===== config.mk =====
export PLATFORM = sky130hd
export DESIGN_NAME = hpi_back
export DESIGN_NICKNAME = d
export VERILOG_FILES = /design/src/design/hpi_pkg.sv /design/src/design/hpi_back.sv
export VERILOG_INCLUDE_DIRS = /design/src /design/src/design
export SDC_FILE = /design/constraint.sdc
export NUM_CORES = 1
export LEC_CHECK = 0
export BUFFER_PORTS_ARGS = -buffer_cell sky130_fd_sc_hd__buf_2
export CAP_MARGIN = 30
export CORE_MARGIN = 8
export CORE_UTILIZATION = 37
export CTS_CLUSTER_SIZE = 20
export DETAILED_ROUTE_END_ITERATION = 12
export GPL_ROUTABILITY_DRIVEN = 0
export GPL_TIMING_DRIVEN = 0
export PLACE_DENSITY_LB_ADDON = 0.1
export RECOVER_POWER = 100
export SLEW_MARGIN = 20
export SYNTH_ARGS = -nofsm -noshare
export SYNTH_HDL_FRONTEND = slang
export SYNTH_SLANG_ARGS = --single-unit

===== constraint.sdc =====
create_clock -name clk -period 4.31 [get_ports clk]
set_clock_uncertainty 0.05 [all_clocks]
set_input_delay 0.862 -clock clk [delete_from_list [all_inputs] [get_ports clk]]
set_output_delay 0.862 -clock clk [all_outputs]
set_load 0.01 [all_outputs]

===== src/design/half_pel_image_interpolator_defines.svh =====
// Assertion macros shared by the half-pel interpolator modules.
`ifndef HALF_PEL_IMAGE_INTERPOLATOR_DEFINES_SVH
`define HALF_PEL_IMAGE_INTERPOLATOR_DEFINES_SVH

// Check that cons holds in the same cycle as ante.
`define HPI_ASSERT_SAME(lbl, ante, cons, msg) \
  lbl: assert property (@(posedge clk) disable iff (!rst_n) (ante) |-> (cons)) \
    else $error(msg);

// Check that cons holds in the cycle after ante.
`define HPI_ASSERT_NEXT(lbl, ante, cons, msg) \
  lbl: assert property (@(posedge clk) disable iff (!rst_n) (ante) |=> (cons)) \
    else $error(msg);

`endif


===== src/design/hpi_pkg.sv =====
// Shared constants, types and averaging functions of the half-pel interpolator.
package hpi_pkg;

  localparam int PIX_W          = 8;
  localparam int COORD_W        = 10;
  localparam int CFG_W          = 11;
  localparam int CFG_IDX_W      = 1;
  localparam int DEF_MAX_WIDTH  = 1024;
  localparam int DEF_MAX_HEIGHT = 1024;
  localparam int QUEUE_DEPTH    = 4;

  localparam logic [CFG_W-1:0] RST_FRAME_WIDTH  = 11'd352;
  localparam logic [CFG_W-1:0] RST_FRAME_HEIGHT = 11'd288;

  // Configuration register indexes
  localparam logic [CFG_IDX_W-1:0] REG_FRAME_WIDTH  = 1'b0;
  localparam logic [CFG_IDX_W-1:0] REG_FRAME_HEIGHT = 1'b1;

  // Result kinds of one pixel, in emission order
  localparam int NUM_KINDS = 4;
  typedef logic [NUM_KINDS-1:0] kind_mask_t;
  localparam kind_mask_t KIND_UPPER_LEFT  = 4'b0001; // block of (row-1, col-1)
  localparam kind_mask_t KIND_UPPER_RIGHT = 4'b0010; // block of (row-1, col)
  localparam kind_mask_t KIND_LOWER_LEFT  = 4'b0100; // block of (row, col-1)
  localparam kind_mask_t KIND_LOWER_RIGHT = 4'b1000; // block of (row, col)
  localparam kind_mask_t KIND_ALL         = 4'b1111;

  // Neighborhood of one pixel as handed from front to back
  typedef struct packed {
    logic [PIX_W-1:0] pix;
    logic [PIX_W-1:0] above;
    logic [PIX_W-1:0] left;
    logic [PIX_W-1:0] upper_left;
  } pix_quad_t;

  function automatic logic [PIX_W-1:0] avg2(input logic [PIX_W-1:0] a,
                                            input logic [PIX_W-1:0] b);
    logic [PIX_W:0] s;
    s = (PIX_W+1)'(a) + (PIX_W+1)'(b) + (PIX_W+1)'(1);
    return s[PIX_W:1];
  endfunction

  function automatic logic [PIX_W-1:0] avg4(input logic [PIX_W-1:0] a,
                                            input logic [PIX_W-1:0] b,
                                            input logic [PIX_W-1:0] c,
                                            input logic [PIX_W-1:0] d);
    logic [PIX_W+1:0] s;
    s = (PIX_W+2)'(a) + (PIX_W+2)'(b) + (PIX_W+2)'(c) + (PIX_W+2)'(d)
        + (PIX_W+2)'(2);
    return s[PIX_W+1:2];
  endfunction

endpackage


===== src/design/hpi_back.sv =====
// Back end: walks the result kinds of each queued pixel and drives the output register.
`include "half_pel_image_interpolator_defines.svh"

module hpi_back #(
  parameter int CW = 10,
  parameter int RW = 10
) (
  input  logic                              clk,
  input  logic                              rst_n,
  input  logic                              q_not_empty,
  output logic                              q_pop,
  input  hpi_pkg::pix_quad_t                q_quad,
  input  hpi_pkg::kind_mask_t               q_mask,
  input  logic [CW-1:0]                     q_col,
  input  logic [RW-1:0]                     q_row,
  output logic                              out_valid,
  input  logic                              out_stall,
  output logic [hpi_pkg::COORD_W-1:0]       out_src_col,
  output logic [hpi_pkg::COORD_W-1:0]       out_src_row,
  output logic [hpi_pkg::PIX_W-1:0]         out_full_pel,
  output logic [hpi_pkg::PIX_W-1:0]         out_half_right,
  output logic [hpi_pkg::PIX_W-1:0]         out_half_down,
  output logic [hpi_pkg::PIX_W-1:0]         out_half_diag,
  output logic                              out_last_of_run,
  output logic                              out_frame_end
);

  logic                      cur_valid_r;
  hpi_pkg::kind_mask_t       cur_mask_r, sel, rest;
  hpi_pkg::pix_quad_t        cur_quad_r;
  logic [CW-1:0]             cur_col_r, col_m1, res_col;
  logic [RW-1:0]             cur_row_r, row_m1, res_row;
  logic                      can_load, emit, need;

  logic [hpi_pkg::PIX_W-1:0] res_full, res_right, res_down, res_diag;
  logic                      res_fend;

  logic                      out_valid_r, out_last_r, out_fend_r;
  logic [hpi_pkg::COORD_W-1:0] out_col_r, out_row_r;
  logic [hpi_pkg::PIX_W-1:0] out_full_r, out_right_r, out_down_r, out_diag_r;

  // Pick the lowest pending kind
  assign sel      = cur_mask_r & (~cur_mask_r + hpi_pkg::kind_mask_t'(1));
  assign rest     = cur_mask_r & ~sel;
  assign can_load = !out_valid_r || !out_stall;
  assign emit     = cur_valid_r && can_load;
  assign need     = !cur_valid_r || (emit && rest == '0);
  assign q_pop    = need && q_not_empty;

  assign col_m1 = cur_col_r - CW'(1);
  assign row_m1 = cur_row_r - RW'(1);

  // Form the half-pel block of the selected kind
  always_comb begin
    res_col   = cur_col_r;
    res_row   = cur_row_r;
    res_full  = cur_quad_r.pix;
    res_right = cur_quad_r.pix;
    res_down  = cur_quad_r.pix;
    res_diag  = cur_quad_r.pix;
    res_fend  = 1'b0;
    case (sel)
      hpi_pkg::KIND_UPPER_LEFT: begin
        res_col   = col_m1;
        res_row   = row_m1;
        res_full  = cur_quad_r.upper_left;
        res_right = hpi_pkg::avg2(cur_quad_r.upper_left, cur_quad_r.above);
        res_down  = hpi_pkg::avg2(cur_quad_r.upper_left, cur_quad_r.left);
        res_diag  = hpi_pkg::avg4(cur_quad_r.upper_left, cur_quad_r.above,
                                  cur_quad_r.left, cur_quad_r.pix);
      end
      hpi_pkg::KIND_UPPER_RIGHT: begin
        res_row   = row_m1;
        res_full  = cur_quad_r.above;
        res_right = cur_quad_r.above;
        res_down  = hpi_pkg::avg2(cur_quad_r.above, cur_quad_r.pix);
        res_diag  = hpi_pkg::avg2(cur_quad_r.above, cur_quad_r.pix);
      end
      hpi_pkg::KIND_LOWER_LEFT: begin
        res_col   = col_m1;
        res_full  = cur_quad_r.left;
        res_right = hpi_pkg::avg2(cur_quad_r.left, cur_quad_r.pix);
        res_down  = cur_quad_r.left;
        res_diag  = hpi_pkg::avg2(cur_quad_r.left, cur_quad_r.pix);
      end
      hpi_pkg::KIND_LOWER_RIGHT: begin
        res_fend  = 1'b1;
      end
      default: ;
    endcase
  end

  // Load the next pixel or drop the kind just sent
  always_ff @(posedge clk) begin
    if (!rst_n) begin
      cur_valid_r <= 1'b0;
    end else if (q_pop) begin
      cur_valid_r <= 1'b1;
    end else if (emit && rest == '0) begin
      cur_valid_r <= 1'b0;
    end
  end

  always_ff @(posedge clk) begin
    if (q_pop) begin
      cur_mask_r <= q_mask;
      cur_quad_r <= q_quad;
      cur_col_r  <= q_col;
      cur_row_r  <= q_row;
    end else if (emit) begin
      cur_mask_r <= rest;
    end
  end

  // Output register
  always_ff @(posedge clk) begin
    if (!rst_n) begin
      out_valid_r <= 1'b0;
    end else if (emit) begin
      out_valid_r <= 1'b1;
    end else if (!out_stall) begin
      out_valid_r <= 1'b0;
    end
  end

  always_ff @(posedge clk) begin
    if (emit) begin
      out_col_r   <= hpi_pkg::COORD_W'(res_col);
      out_row_r   <= hpi_pkg::COORD_W'(res_row);
      out_full_r  <= res_full;
      out_right_r <= res_right;
      out_down_r  <= res_down;
      out_diag_r  <= res_diag;
      out_last_r  <= (rest == '0);
      out_fend_r  <= res_fend;
    end
  end

  assign out_valid       = out_valid_r;
  assign out_src_col     = out_col_r;
  assign out_src_row     = out_row_r;
  assign out_full_pel    = out_full_r;
  assign out_half_right  = out_right_r;
  assign out_half_down   = out_down_r;
  assign out_half_diag   = out_diag_r;
  assign out_last_of_run = out_last_r;
  assign out_frame_end   = out_fend_r;

  `HPI_ASSERT_SAME(a_cur_has_work, cur_valid_r, cur_mask_r != '0, "no pending kind")
  `HPI_ASSERT_SAME(a_fend_is_last, out_valid_r && out_fend_r, out_last_r, "frame end not last")
  `HPI_ASSERT_NEXT(a_out_hold, out_valid_r && out_stall, out_valid_r, "stalled result dropped")

endmodule


# Yosys cells after proc, flatten, opt, wreduce, memory -nomap -nowiden
# Index checks and enable logic that the tools add are counted.
[word_totals] reg_bits=112 out_inout_bits=56
[op_classes] bitwise_logic=4 n_addsub=15 n_reduce_logical=13 eq_ne=5 mux=13
[op_table] op="one-hot mux 8 bit (3 select lines)" count=4
[op_table] op="adder 8 x 8 -> 9 bit" count=5
[op_table] op="adder 9 x 1 -> 9 bit, second input constant" count=4
[op_table] op="two-way mux 10 bit" count=2
[op_table] op="subtractor 10 x 1 -> 10 bit, second input constant" count=2
[op_table] op="adder 10 x 2 -> 10 bit, second input constant" count=1
[op_table] op="adder 10 x 8 -> 10 bit" count=1
[op_table] op="adder 9 x 8 -> 10 bit" count=1
[op_table] op="AND 4 bit" count=2
[op_table] op="two-way mux 4 bit" count=2
[op_table] op="NOT 4 bit" count=2
[op_table] op="two-way mux 1 bit" count=5
[op_table] op="adder 4 x 1 -> 4 bit, second input constant" count=1
[op_table] op="equality test 4 x 1 -> 1 bit, second input constant" count=1
[op_table] op="equality test 4 x 2 -> 1 bit, second input constant" count=1
[op_table] op="equality test 4 x 3 -> 1 bit, second input constant" count=1
[op_table] op="equality test 4 bit, second input constant" count=1
[op_table] op="zero test 4 bit" count=1
[op_table] op="nonzero test 2 bit" count=2
[op_table] op="OR reduction 2 bit" count=2
[op_table] op="logical AND 1 bit" count=3
[op_table] op="zero test 1 bit" count=3
[op_table] op="logical OR 1 bit" count=2
[op_table] op="!= test 2 x 1 -> 1 bit, second input constant" count=1

# Depth between registers and ports, before layout
[logic_depth] word_depth=10 ltp_mapped=11

# Worst setup path before layout
# No wires, ideal clock.
[synth_timing] path_type="register to output" start="register cur_mask_r[2]" end="output port q_pop" slack_ns=1.118 required_time_ns=3.398 path_buffers=0 arrival_time_ns=2.280 stages_incl_launch_ff=7 path_cell_list="edfxtp_1 maj3_1 o21ai_1 nand2_1 nand2_1 nand2_2 inv_1"
[synth_between] elab_chain_cells=9
[synth_rtl] element="start, declared" line="hpi_back.sv:29" source="hpi_pkg::kind_mask_t cur_mask_r, sel, rest;"
[synth_rtl] element="start signal, assigned" line="hpi_back.sv:106" source="cur_mask_r <= q_mask;"
[synth_rtl] element="start signal, assigned" line="hpi_back.sv:111" source="cur_mask_r <= rest;"
[synth_rtl] element="NOT 4 bit" line="hpi_back.sv:43" source="assign sel = cur_mask_r & (~cur_mask_r + hpi_pkg::kind_mask_t'(1));"
[synth_rtl] element="adder 4 x 1 -> 4 bit" line="hpi_back.sv:43"
[synth_rtl] element="AND 4 bit" line="hpi_back.sv:43"
[synth_rtl] element="NOT 4 bit" line="hpi_back.sv:44" source="assign rest = cur_mask_r & ~sel;"
[synth_rtl] element="AND 4 bit (*)" line="hpi_back.sv:44"
[synth_rtl] element="zero test 4 bit (*)" line="hpi_back.sv:47" source="assign need = !cur_valid_r || (emit && rest == '0);"
[synth_rtl] element="logical AND 1 bit (*)" line="hpi_back.sv:47"
[synth_rtl] element="logical OR 1 bit (*)" line="hpi_back.sv:47"
[synth_rtl] element="logical AND 1 bit (*)" line="hpi_back.sv:48" source="assign q_pop = need && q_not_empty;"
[synth_rtl] element="end, declared" line="hpi_back.sv:11" source="output logic q_pop,"
# Mark *: on every way between the ends. The rest lies on a longest branch, timed or not.

# Worst setup path in the final report
# Same ends and word-level chain as after synthesis.

==> out/results.tsv <==
metric	value	unit
DR iter-0 viols	290	
core area	17100	um2
kind of critical path	flip-flop to primary output	
Num CTS Buffers	9	
FF-to-FF Start	cur_quad_r[10]	
Vias/cell	5.11	
Worst Path Arrival	2680	ps
FP Rows	48	
Worst path most repeated cell	nand2_1	
multi-input combinational cell area	2760	um2
Least-Margin Pin Slew	2540	ps
Register Area	3340	um2
Detail Route Antenna Nets	0	
Synth async-reset ratio	0	%
synth unique cells	59	
Clk pin slew, worst setup/hold paths	70	ps
status	finished with violations	
WP data required	3400	ps
Synth Warn #	0	
Hold Buf Count CTS	0	
Initial Util	37.4	%
Synth Flop Type	edfxtp_1	
worst-path cell chain	maj3_1, o21ai_0, nand2_1, nand2_1, nand2_1, inv_4, clkbuf_1	
max incr delay on CP	560	ps
CP max stage cell	inv_4	
post-synth top area share	51.6	%
power density of the placed cells	447	nW/um2
top-count cell post-synth	edfxtp_1	
DP Wirelength	12800	um
vias in the first global route	4741	
number of buffers added on ports	115	
Leak Pwr	3.01	nW
Startpoint Class	flip-flop	
CTS tree	built	
sw frac	32.9	%
Skew-Pair Late Insertion Delay	360	ps
final WL	16500	um
P_sw	0.00110	W
FILL cells	1652	
crit end category	primary output	
cell taking the most area after synthesis	edfxtp_1	
HP Start	cur_valid_r	
synth top area cells	edfxtp_1, ha_1, fa_1, inv_1, nand2_1	
Syn Inst Count	552	
final setup fails	0	
critical-path maximum fanout	53	
Power Internal	0.00224	W
# diodes	0	
peak supply drop	253	uV
Syn Nets	671	
Final Max Slew Viols	56	
register bit count reported by yosys	112	
Residual DRC	0	
Setup Buffers After CTS	0	
Total Routing Usage GR	15.5	%
Worst setup startpoint	cur_mask_r[2]	
buffer levels on the longest clock path	2	
Fin Hold WS	472	ps
DIE AREA	21800	um2
Comb pwr share	31.2	%
H-tree depth	3	
Post-Syn Area per Cell	11.6	um2
num ports	116	
max frequency	279	MHz
routed via count	4640	
Seq pwr share	43.5	%
first-pass GRT wire length	25600	um
slew margin rel.	-69.2	%
Mapped Area	6410	um2
setup TNS	0	ps
violated checks	max-capacitance violations, max-slew violations	
DR WL/cell	18.2	um
Post-synth EDFFs	110	
layout cell share with drive strength beyond 1	10.8	%
Commonest cells post-synth	edfxtp_1, inv_1, nand2_1, ha_1, a21oi_1	
chip width	148	um
post-layout min period	3590	ps
initial antenna violation count	0	
nets	797	
Period Utilization, post-route	83.3	%
Max-Cap Viols	1	
root buf cell	clkbuf_16	
sinks on the clock net	112	
Post-CTS Resized	0	
Clock power frac	25.3	%
gr ovfl total	0	
Worst Hold Class	flip-flop to flip-flop	
synthesis-to-finish area growth	16.5	%
unrepaired setup endpoints after global routing	false	
DRT Pass-1 Iters	4	
DIE HEIGHT	148	um
sequential fraction of the synthesis area	52.2	%
Final Hold Fails	0	
largest net degree at the start of global routing	56	
## metrics by stage
| stage | cell area, um2 | util, % | instances | power (W) | setup slack (ps) |
|---|---|---|---|---|---|
| after floorplan | 6410 | - | 552 | 0.00218 | 1120 |
| after global placement | 7260 | 42.4 | 892 | 0.00251 | 88.6 |
| after detailed placement | 7270 | 42.5 | 892 | 0.00253 | 751 |
| after CTS | 7560 | 44.2 | 908 | 0.00340 | 750 |
| after global routing | 7460 | 43.6 | 908 | 0.00353 | 505 |
| final | 7460 | 43.6 | 908 | 0.00333 | 720 |
## power by group through the flow
stage / Combinational [W] / Sequential, W / Clock (W)
after global routing: 0.00116 / 0.00146 / 0.000910
after detailed placement: 0.00106 / 0.00147 / 0
after floorplan: 0.000698 / 0.00148 / 0
final: 0.00104 / 0.00145 / 0.000845
after CTS: 0.00107 / 0.00145 / 0.000883
after global placement: 0.00104 / 0.00147 / 0
## critical path: cells and delay by family (launching register included)
| kind | cells | cell delay (ps) |
|---|---|---|
| AO/OA/AOI/OAI | 1 | 230 |
| flip-flops | 1 | 520 |
| adder cells (fa/ha/maj) | 1 | 380 |
| AND/OR/NAND/NOR | 3 | 360 |
| buffers and inverters | 2 | 780 |
## per-layer routing
metal | up-vias | GRT usage [%] | share of wire, %
met2 | 140 | 25.6 | 47
met1 | 2213 | 19.1 | 45
met5 | - | 0 | 0
met4 | 0 | 5.71 | 2.3
met3 | 23 | 4.00 | 5.8
li1 | 2264 | - | -
## final timing paths
| check | end | slack (ps) | depth (start not counted) |
|---|---|---|---|
| max | q_pop | 720 | 7 |
| min reg2reg | out_valid | 470 | 2 |
| max reg2reg | out_half_diag[6] | 730 | 10 |
| min | out_valid | 470 | 2 |
## cell usage in the layout (no fill, tap or decap), drive strengths merged, types with 6 or more instances in the layout
cell type and count:
a21oi 33, a221o 10, buf 56, clkbuf 80, edfxtp 110, fa 19, ha 40, inv 66
nand2 50, nand2b 7, nand3 14, nor2 32, nor2b 6, nor3 10, nor4 8, o211ai 8
o21a 7, o21ai 21, xnor2 19, xor2 16
## state kept, by name (all words and copies together), names as in the netlist
name / flops
cur_col_r: 10
out_full_pel: 8
out_valid: 1
out_half_down: 8
cur_valid_r: 1
cur_quad_r: 32
out_last_of_run: 1
cur_mask_r: 4
out_frame_end: 1
out_half_right: 8
out_src_row: 10
out_src_col: 10
out_half_diag: 8
cur_row_r: 10
## area by class of cell
type	count	share of cell area, %
flip-flops and latches	112	44.8
inverters	64	3.25
multi-input cells	366	37.0
clock inverters	5	0.855
clock buffers	11	3.12
plain buffers	10	0.503
repair buffers	115	6.70
well taps	225	3.77
## cells by family (layout without fill, tap and decap cells)
group           count (synthesis)  after routing  synth area share [%]
simple gates                  148            148                  11.1
compound gates                116            116                  12.4
flops                         112            112                  52.2
buf+inv                        74            205                  4.49
fa+ha+maj                      60             60                  13.9
xor+xnor                       35             35                  4.79
mux                             7              7                  1.13
Note: power is estimated with default switching activity, not from simulation.
