[config.mk]
export PLATFORM = sky130hd
export DESIGN_NAME = hpi_queue
export DESIGN_NICKNAME = d
export VERILOG_FILES = /design/src/design/hpi_pkg.sv /design/src/design/hpi_queue.sv
export VERILOG_INCLUDE_DIRS = /design/src /design/src/design
export SDC_FILE = /design/constraint.sdc
export NUM_CORES = 1
export LEC_CHECK = 0
export BUFFER_PORTS_ARGS = -buffer_cell sky130_fd_sc_hd__clkbuf_2
export CAP_MARGIN = 15
export CORE_ASPECT_RATIO = 1.25
export CORE_MARGIN = 2
export CORE_UTILIZATION = 55
export DETAILED_ROUTE_END_ITERATION = 12
export GPL_TIMING_DRIVEN = 1
export MAX_ROUTING_LAYER = met4
export PLACE_DENSITY = 0.77
export SLEW_MARGIN = 40
export SYNTH_ARGS = -nofsm -noshare
export SYNTH_HDL_FRONTEND = slang
export SYNTH_SLANG_ARGS = --single-unit
[constraint.sdc]
create_clock -name clk -period 2 [get_ports clk]
set_input_delay 0.2 -clock clk [delete_from_list [all_inputs] [get_ports clk]]
set_output_delay 0.2 -clock clk [all_outputs]
set_load 0.1 [all_outputs]
[src/design/half_pel_image_interpolator_defines.svh]
// Assertion macros shared by the half-pel interpolator modules.
`ifndef HALF_PEL_IMAGE_INTERPOLATOR_DEFINES_SVH
`define HALF_PEL_IMAGE_INTERPOLATOR_DEFINES_SVH

// Check that cons holds in the same cycle as ante.
`define HPI_ASSERT_SAME(lbl, ante, cons, msg) \
  lbl: assert property (@(posedge clk) disable iff (!rst_n) (ante) |-> (cons)) \
    else $error(msg);

// Check that cons holds in the cycle after ante.
`define HPI_ASSERT_NEXT(lbl, ante, cons, msg) \
  lbl: assert property (@(posedge clk) disable iff (!rst_n) (ante) |=> (cons)) \
    else $error(msg);

`endif

[src/design/hpi_pkg.sv]
// Shared constants, types and averaging functions of the half-pel interpolator.
package hpi_pkg;

  localparam int PIX_W          = 8;
  localparam int COORD_W        = 10;
  localparam int CFG_W          = 11;
  localparam int CFG_IDX_W      = 1;
  localparam int DEF_MAX_WIDTH  = 1024;
  localparam int DEF_MAX_HEIGHT = 1024;
  localparam int QUEUE_DEPTH    = 4;

  localparam logic [CFG_W-1:0] RST_FRAME_WIDTH  = 11'd352;
  localparam logic [CFG_W-1:0] RST_FRAME_HEIGHT = 11'd288;

  // Configuration register indexes
  localparam logic [CFG_IDX_W-1:0] REG_FRAME_WIDTH  = 1'b0;
  localparam logic [CFG_IDX_W-1:0] REG_FRAME_HEIGHT = 1'b1;

  // Result kinds of one pixel, in emission order
  localparam int NUM_KINDS = 4;
  typedef logic [NUM_KINDS-1:0] kind_mask_t;
  localparam kind_mask_t KIND_UPPER_LEFT  = 4'b0001; // block of (row-1, col-1)
  localparam kind_mask_t KIND_UPPER_RIGHT = 4'b0010; // block of (row-1, col)
  localparam kind_mask_t KIND_LOWER_LEFT  = 4'b0100; // block of (row, col-1)
  localparam kind_mask_t KIND_LOWER_RIGHT = 4'b1000; // block of (row, col)
  localparam kind_mask_t KIND_ALL         = 4'b1111;

  // Neighborhood of one pixel as handed from front to back
  typedef struct packed {
    logic [PIX_W-1:0] pix;
    logic [PIX_W-1:0] above;
    logic [PIX_W-1:0] left;
    logic [PIX_W-1:0] upper_left;
  } pix_quad_t;

  function automatic logic [PIX_W-1:0] avg2(input logic [PIX_W-1:0] a,
                                            input logic [PIX_W-1:0] b);
    logic [PIX_W:0] s;
    s = (PIX_W+1)'(a) + (PIX_W+1)'(b) + (PIX_W+1)'(1);
    return s[PIX_W:1];
  endfunction

  function automatic logic [PIX_W-1:0] avg4(input logic [PIX_W-1:0] a,
                                            input logic [PIX_W-1:0] b,
                                            input logic [PIX_W-1:0] c,
                                            input logic [PIX_W-1:0] d);
    logic [PIX_W+1:0] s;
    s = (PIX_W+2)'(a) + (PIX_W+2)'(b) + (PIX_W+2)'(c) + (PIX_W+2)'(d)
        + (PIX_W+2)'(2);
    return s[PIX_W+1:2];
  endfunction

endpackage

[src/design/hpi_queue.sv]
// Small register FIFO between the front end and the result sequencer.
`include "half_pel_image_interpolator_defines.svh"

module hpi_queue #(
  parameter int WIDTH = 32,
  parameter int DEPTH = hpi_pkg::QUEUE_DEPTH
) (
  input  logic             clk,
  input  logic             rst_n,
  input  logic             push,
  input  logic [WIDTH-1:0] wdata,
  output logic             full,
  input  logic             pop,
  output logic [WIDTH-1:0] rdata,
  output logic             not_empty
);

  localparam int PW = (DEPTH > 1) ? $clog2(DEPTH) : 1;
  localparam int NW = $clog2(DEPTH + 1);

  logic [WIDTH-1:0] slot_r [DEPTH];
  logic [PW-1:0]    wr_ptr_r, rd_ptr_r;
  logic [NW-1:0]    count_r;

  assign full      = (count_r == NW'(DEPTH));
  assign not_empty = (count_r != '0);
  assign rdata     = slot_r[rd_ptr_r];

  // Advance pointers and occupancy
  always_ff @(posedge clk) begin
    if (!rst_n) begin
      wr_ptr_r <= '0;
      rd_ptr_r <= '0;
      count_r  <= '0;
    end else begin
      if (push) begin
        wr_ptr_r <= (wr_ptr_r == PW'(DEPTH - 1)) ? '0 : wr_ptr_r + PW'(1);
      end
      if (pop) begin
        rd_ptr_r <= (rd_ptr_r == PW'(DEPTH - 1)) ? '0 : rd_ptr_r + PW'(1);
      end
      if (push && !pop) begin
        count_r <= count_r + NW'(1);
      end else if (pop && !push) begin
        count_r <= count_r - NW'(1);
      end
    end
  end

  always_ff @(posedge clk) begin
    if (push) begin
      slot_r[wr_ptr_r] <= wdata;
    end
  end

  `HPI_ASSERT_SAME(a_no_overflow, push, !full, "push into full queue")
  `HPI_ASSERT_SAME(a_no_underflow, pop, not_empty, "pop from empty queue")
  `HPI_ASSERT_SAME(a_count_bound, 1'b1, count_r <= NW'(DEPTH), "queue count beyond depth")

endmodule

**After elaboration in Yosys (flattened, before gate mapping)**

Memory sizes are Yosys's and may differ from the RTL's. A register that Yosys moved wholly into a read port is not among the register bits.
Cells that the tools add are included.
W data, S select, Z words.

- Add/sub/neg operators: 4
- Eq/ne operators: 3
- Multiplexer cells: 8
- Reductions and logical operators: 6

Operator list:

| cell | count |
|---|---|
| $mux W2 | 4 |
| $mux W3 | 2 |
| $add A2 B1 Y2 const B | 2 |
| $eq A2 B2 Y1 const B | 2 |
| $add A3 B1 Y3 const B | 1 |
| $eq A3 B3 Y1 const B | 1 |
| $reduce_bool A3 Y1 | 1 |
| $sub A3 B1 Y3 const B | 1 |
| $logic_and A1 B1 Y1 | 2 |
| $logic_not A1 Y1 | 2 |
| $mux W1 | 2 |
| $reduce_bool A2 Y1 | 1 |

- Flip-flop bits (word level): 7
- RAM bits: 128
- Input bits: 36
- Output and inout bits: 34
- Logic and storage cells: 25
- Memories: 1

Memories:

| name | words | bits a word | read ports | clocked after memory_dff | wr ports | line | text |
|---|---|---|---|---|---|---|---|
| slot_r | 4 | 32 | 1 | 1 | 1 | hpi_queue.sv:21 | `logic [WIDTH-1:0] slot_r [DEPTH];` |

**Depth between registers and ports, before layout**

Gate-level depths: netlist (run 1).

- Word-level depth: 4
- Mapped depth: 7
- Mapped depth without buffers: 7

**Least setup slack after synthesis (run 1)**

OpenSTA, ideal clock, no wires.

- Path type: register to output
- From: reg count_r[0]
- To: out full
- Arrival time: 2.549 ns
- Data required time: 1.800 ns
- Slack: -0.749 ns
- Stages on the path, launching flop included: 2
- Buffers on the path: 0
- Cells stage by stage: dfxtp_1 -> nor3b_1

- Cells in the longest elaborated chain, start to end: 1

RTL lines:

| what | line | text |
|---|---|---|
| start: declaration | hpi_queue.sv:23 | `logic [NW-1:0] count_r;` |
| start signal: assignment | hpi_queue.sv:43 | `count_r <= count_r + NW'(1);` |
| start signal: assignment | hpi_queue.sv:45 | `count_r <= count_r - NW'(1);` |
| $eq A3 B3 Y1 | hpi_queue.sv:25 | `assign full = (count_r == NW'(DEPTH));` |
| end: declaration | hpi_queue.sv:12 | `output logic full,` |

Every way passes these cells.

==> results.sh, run 1 <==
export IMPL_status="completed"
export IMPL_layout_drive_gt1_share_pct=43.62
export IMPL_ant_nets=0
export IMPL_viasPerCell=5.365
export IMPL_area_delta_synth_final_pct=35.79
export IMPL_grtUsageMet3_pct=7.781
export IMPL_syn_area_per_cell_um2=24.25
export IMPL_cp_slowest_stage_delay_ns=0.56
export IMPL_syn_num_nets=254
export IMPL_max_slew_margin_pct=64.22
export IMPL_multi_input_area_mm2=0.001003
export IMPL_ys_top_cells_by_area="edfxtp_1 75%, mux4_2 13%, dfxtp_1 3.5%"
export IMPL_hpwl_um=5297
export IMPL_wl_per_cell_um=19.30
export IMPL_cpMostUsedCell="buf_12"
export IMPL_port_buffers=69
export IMPL_place_inst=405
export IMPL_cp_cell_sequence="buf_12 > mux4_2 > buf_12"
export IMPL_start_util_pct=56.38
export IMPL_synthFlopType="edfxtp_1"
export IMPL_syn_inst=211
export IMPL_numCtsBuffers=17
export IMPL_antenna_found_initial=0
export IMPL_yosysMostFrequentCell="edfxtp_1"
export IMPL_criticalPathCategory="reg -> out"
export IMPL_layout_nets=367
export IMPL_finalCriticalPeriod_ns=1.956
export IMPL_globalplace_congestion=0.6935
export IMPL_chipWidth_um=90.28
export IMPL_ios=70
export IMPL_ys_ff_latch=137
export IMPL_wirelength_um=8877
export IMPL_dr_pass1_iters=4
export IMPL_cts_sinks=137
export IMPL_fmax_mhz=511.3
export IMPL_fp_dieH_um=111.8
export IMPL_yosysTopAreaCell="edfxtp_1"
export IMPL_grt_pass1_wl_um=13800
export IMPL_placed_area_mm2=0.006142
export IMPL_crit_slowest_cell="mux4_2"
export IMPL_setup_ws_ns=0.04405
export IMPL_final_max_slew_viol_count=0
export IMPL_grt_pass1_vias=2624
export IMPL_seq_area_mm2=0.004029
export IMPL_core_rowCount=39
export IMPL_clock_latency_ns=0.41
export IMPL_final_cells=460
export IMPL_grt_max_degree=33
export IMPL_rsz0062_at_grt="yes"
export IMPL_hold_viol=0
export IMPL_h_tree_depth=4
export IMPL_cp_required_ns=1.80
export IMPL_cts_tree="done"
export IMPL_root_buffer="clkbuf_16"
export IMPL_use_met2_pct=31.33
export IMPL_drc=0
export IMPL_maxCapViolCount=0
export IMPL_skew_ns=0.006749
export IMPL_startpoint_type="flip-flop"
export IMPL_drt_iter0_drc=167
export IMPL_endpoint_kind="output port"
export IMPL_crit_fanout=11
export IMPL_min_path_type="in -> reg"
export IMPL_fin_area_mm2=0.006949
export IMPL_netlist_area_mm2=0.005117
export IMPL_ys_warnings_count=0
export IMPL_synth_cell_type_count=22
export IMPL_top_usage_layer="met2"
export IMPL_arrival_ns=1.76
export IMPL_synth_edf_count=128
export IMPL_grtUsageMet1_pct=22.76
export IMPL_grt_overflow=0
export IMPL_clk_pin_slew_ns=0.06
export IMPL_peakVddDrop_v=0.0007642
export IMPL_power_leakage_uw=0.002457
export IMPL_n_fill_cell=487
export IMPL_async_reset_ff_share_pct=0
export IMPL_ys_seq_area_share_pct=78.63
export IMPL_diodes=0
export IMPL_period_share_pct=97.80
export IMPL_grt_usage_pct=19.64
export IMPL_core_mm2=0.009076
export IMPL_setup_viol=0
export IMPL_worst_slew_pin_slew_ns=0.5390
export IMPL_clock_path_buffers=2
export IMPL_die_area_mm2=0.01010
export IMPL_power_density_mw_per_mm2=1135
export IMPL_num_vias=2468
export IMPL_place_ws_ns=0.2549
export IMPL_synth_top_area_share_pct=75.11
export IMPL_setup_tns_final_ns=0
export IMPL_synth_commonest_cells="128 x edfxtp_1, 30 x mux4_2, 9 x dfxtp_1"
## cells in the final DEF (no fill, tap or decap), types with 2 or more instances in the layout
cell and instances:
or3_1 2, edfxtp_1 128, clkinvlp_4 5, nor2b_1 5
clkbuf_2 37, dfxtp_1 7, mux4_1 2, mux2i_1 4
inv_1 4, buf_12 36, buf_4 7, dlygate4sd3_1 21
clkbuf_16 17, ha_1 6, bufinv_16 2, clkinv_4 4
and2_2 3, mux4_2 30
## routing by layer
layer / share of wire [%] / wire length (µm)
met3: 4.3 / 383
met2: 54 / 4811
met4: 1.1 / 102
met5: 0 / 0
met1: 40 / 3579
## kinds of logic after synthesis
family	after synthesis	share of synthesized area (%)
AOI/OAI and AO/OA	3	0.3912
xor gates and xnor gates	2	0.3424
adders and majority gates	7	1.858
buffers and inverters	11	1.980
DFF	137	78.63
muxes	36	15.01
and+or+nand+nor	15	1.785
## registers in the layout (all words and copies together) (netlist names), named ones only
name	count
slot_r	128
count_r	3
rd_ptr_r	2
wr_ptr_r	2
## worst max-delay path, delay by kind of cell (launching register included)
| family | cells | cell delay [ns] |
|---|---|---|
| multiplexers | 1 | 0.56 |
| flip-flops | 1 | 0.42 |
| buffers and inverters | 2 | 0.36 |
## worst paths after layout
| kind | startpoint | endpoint | slack (ns) | cells after the start |
|---|---|---|---|---|
| setup reg to reg | count_r[0] | count_r[2] | 0.49 | 4 |
| setup / recovery | flip-flop | rdata[23] | 0.04 | 3 |
| hold reg to reg | count_r[2] | count_r[2] | 0.52 | 2 |
| hold / removal | wdata[21] | slot_r[2][21] | 0.01 | 1 |
## metrics by stage
stage	total power [µW]	hold WS (ns)	utilization, %
after global routing	8128	0.0008608	76.56
after floorplan	4400	0.2989	-
after global placement	4921	0.4131	67.66
after CTS	7956	0.00009764	76.45
final	7885	0.01435	76.56
after detailed placement	4948	0.4233	67.67
## area by class of cell
| type | instances | area share [%] |
|---|---|---|
| clock buffers | 18 | 6.176 |
| clock inverters | 14 | 2.161 |
| inverters | 4 | 0.2161 |
| multi-input cells | 63 | 14.44 |
| flip-flops and latches | 137 | 57.98 |
| well taps | 123 | 2.215 |
| repair buffers | 101 | 16.82 |
## repair_timing
item | 4_1_cts | 5_1_grt
resized for setup | 1 | 0
hold endpoints to repair | 74 | 4
setup buffers | 2 | 0
pin swaps | 0 | 0
setup endpoints to repair | 28 | 13
hold buffers | 20 | 1
## power breakdown
group          internal [µW]  switching, µW
clock network           1830           1130
registers               3280           54.5
logic                    577           1010
total                   5690           2190
(Power assumes the default switching activity.)
==> run 2, diff against run 1 <==
--- a/config.mk
+++ b/config.mk
@@ -14,7 +14,7 @@
 export DETAILED_ROUTE_END_ITERATION = 12
 export GPL_TIMING_DRIVEN = 1
 export MAX_ROUTING_LAYER = met4
-export PLACE_DENSITY = 0.77
+export PLACE_DENSITY = 0.87
 export SLEW_MARGIN = 40
 export SYNTH_ARGS = -nofsm -noshare
 export SYNTH_HDL_FRONTEND = slang
==> results.sh, run 2 (synthesized netlist as in run 1, its figures left out) <==
export IMPL_wl_met3_um=408
export IMPL_setup_viol=0
export IMPL_post_route_util_pct=76.00
export IMPL_grt_overflow=0
export IMPL_port_buffers=69
export IMPL_status="completed"
export IMPL_drt_iter0_drc=154
export IMPL_grt_usage_pct=20.81
export IMPL_period_share_pct=98.95
export IMPL_die_area_mm2=0.01010
export IMPL_routedLengthMet1_um=3646
export IMPL_setup_tns_final_ns=0
export IMPL_whs_path_depth=1
export IMPL_wl_met2_um=5228
export IMPL_finalCriticalPeriod_ns=1.979
export IMPL_regToRegSetupSlack_ns=0.52
export IMPL_core_rowCount=39
export IMPL_globalplace_congestion=0.7325
export IMPL_cp_cell_sequence="clkbuf_16 > mux4_2 > buf_12"
export IMPL_wirelength_um=9516
export IMPL_root_buffer="clkbuf_16"
export IMPL_min_to="slot_r[3][4]"
export IMPL_crit_family="multiplexers"
export IMPL_drc=0
export IMPL_dr_pass1_iters=4
export IMPL_skew_ns=0.006178
export IMPL_worst_slew_pin_slew_ns=0.5407
export IMPL_layout_commonest_cell="edfxtp_1"
export IMPL_hold_viol=0
export IMPL_crit_slowest_cell="mux4_2"
export IMPL_max_slew_margin_pct=64.10
export IMPL_cts_tree="done"
export IMPL_endpoint_kind="output port"
export IMPL_chipWidth_um=90.28
export IMPL_ant_nets=0
export IMPL_antenna_found_initial=0
export IMPL_area_delta_synth_final_pct=34.79
export IMPL_cp_required_ns=1.80
export IMPL_path_buf_inv=2
export IMPL_power_density_mw_per_mm2=1174
export IMPL_final_max_slew_viol_count=0
export IMPL_largest_reg_flops=128
export IMPL_whs_ns=0.01271
export IMPL_arrival_ns=1.78
export IMPL_layout_drive_gt1_share_pct=44.27
export IMPL_rr_worst_depth=4
export IMPL_viasPerCell=5.473
export IMPL_grt_pass1_vias=2612
export IMPL_peakVddDrop_v=0.0008961
export IMPL_fin_area_mm2=0.006898
export IMPL_maxCapViolCount=0
export IMPL_hpwl_um=4957
export IMPL_fp_dieH_um=111.8
export IMPL_fmax_mhz=505.3
export IMPL_ios=70
export IMPL_min_from="wdata[4]"
export IMPL_num_vias=2441
export IMPL_placed_area_mm2=0.006103
export IMPL_grt_max_degree=33
export IMPL_layout_nets=353
export IMPL_wl_per_cell_um=21.34
export IMPL_numCtsBuffers=17
export IMPL_total_power_uw=8100
export IMPL_n_fill_cell=505
export IMPL_top_layer_used="met4"
export IMPL_min_path_type="in -> reg"
export IMPL_grt_pass1_wl_um=14500
export IMPL_crit_fanout=8
export IMPL_final_cell_mix="128 x edfxtp_1, 37 x clkbuf_2, 36 x buf_12"
export IMPL_cp_slowest_stage_delay_ns=0.53
export IMPL_h_tree_depth=4
export IMPL_clk_pin_slew_ns=0.05
export IMPL_rsz0062_at_grt="yes"
export IMPL_power_leakage_uw=0.002429
export IMPL_rr_endpoint="count_r[2]"
export IMPL_diodes=0
export IMPL_clock_path_buffers=2
export IMPL_criticalPathCategory="reg -> out"
export IMPL_cts_sinks=137
export IMPL_r2r_start="count_r[0]"
export IMPL_start_util_pct=56.38
export IMPL_clock_latency_ns=0.41
export IMPL_startpoint_type="flip-flop"
export IMPL_core_mm2=0.009076
export IMPL_regMostFlops="slot_r"
export IMPL_reg_largest_list="slot_r x128, count_r x3"
## run 2: changes by cell type in the layout (fill, tap and decap cells not counted), sizes merged
cell         delta
buf             -5
clkinv          +1
bufinv          +2
clkinvlp        -2
dlygate4sd3    -10
## run 2: area by class of cell
class	count	area (µm²)	area share, %
Inverter	4	15.01	0.2177
Timing Repair Buffer	87	1096	15.89
Multi-Input combinational cell	63	997.2	14.46
Clock inverter	15	181.4	2.630
Tap cell	123	153.9	2.231
Sequential cell	137	4029	58.41
Clock buffer	17	425.4	6.167
## run 2: worst max path at each step
stage	start	to	slack, ns	depth (start not counted)
after floorplan	count_r[1]	full	0.24	1
after global placement	flip-flop	rdata[14]	0.36	3
after detailed placement	push	count_r[2]	0.28	7
after CTS	flip-flop	rdata[27]	-0.01	3
after global routing	flip-flop	rdata[13]	-0.04	3
final	flip-flop	rdata[13]	0.02	3
## run 2: power by group
group,internal [µW],switching [µW],leakage (µW)
sequential,3280,54.8,0.00125
clock,2060,1100,0.000289
combinational,580,1020,0.000889
## run 2: through the flow
stage                     cells  worst slack (ns)
after global placement      400            0.3554
after CTS                   444          -0.01339
final                       446           0.02094
after floorplan             211            0.2357
after global routing        446          -0.04499
after detailed placement    400            0.2814
## run 2: what timing repair did
item	in CTS	in global routing
buffers inserted	0	0
setup endpoints to repair	32	20
gates cloned	2	1
gates resized for setup	5	0
hold buffers	10	1
endpoints found under the hold margin	36	4
## run 2: routing by layer
layer	up-vias	GRT usage [%]
li1	1083	-
met1	1257	24.14
met2	84	33.53
met3	17	6.495
met4	0	9.538
met5	-	-
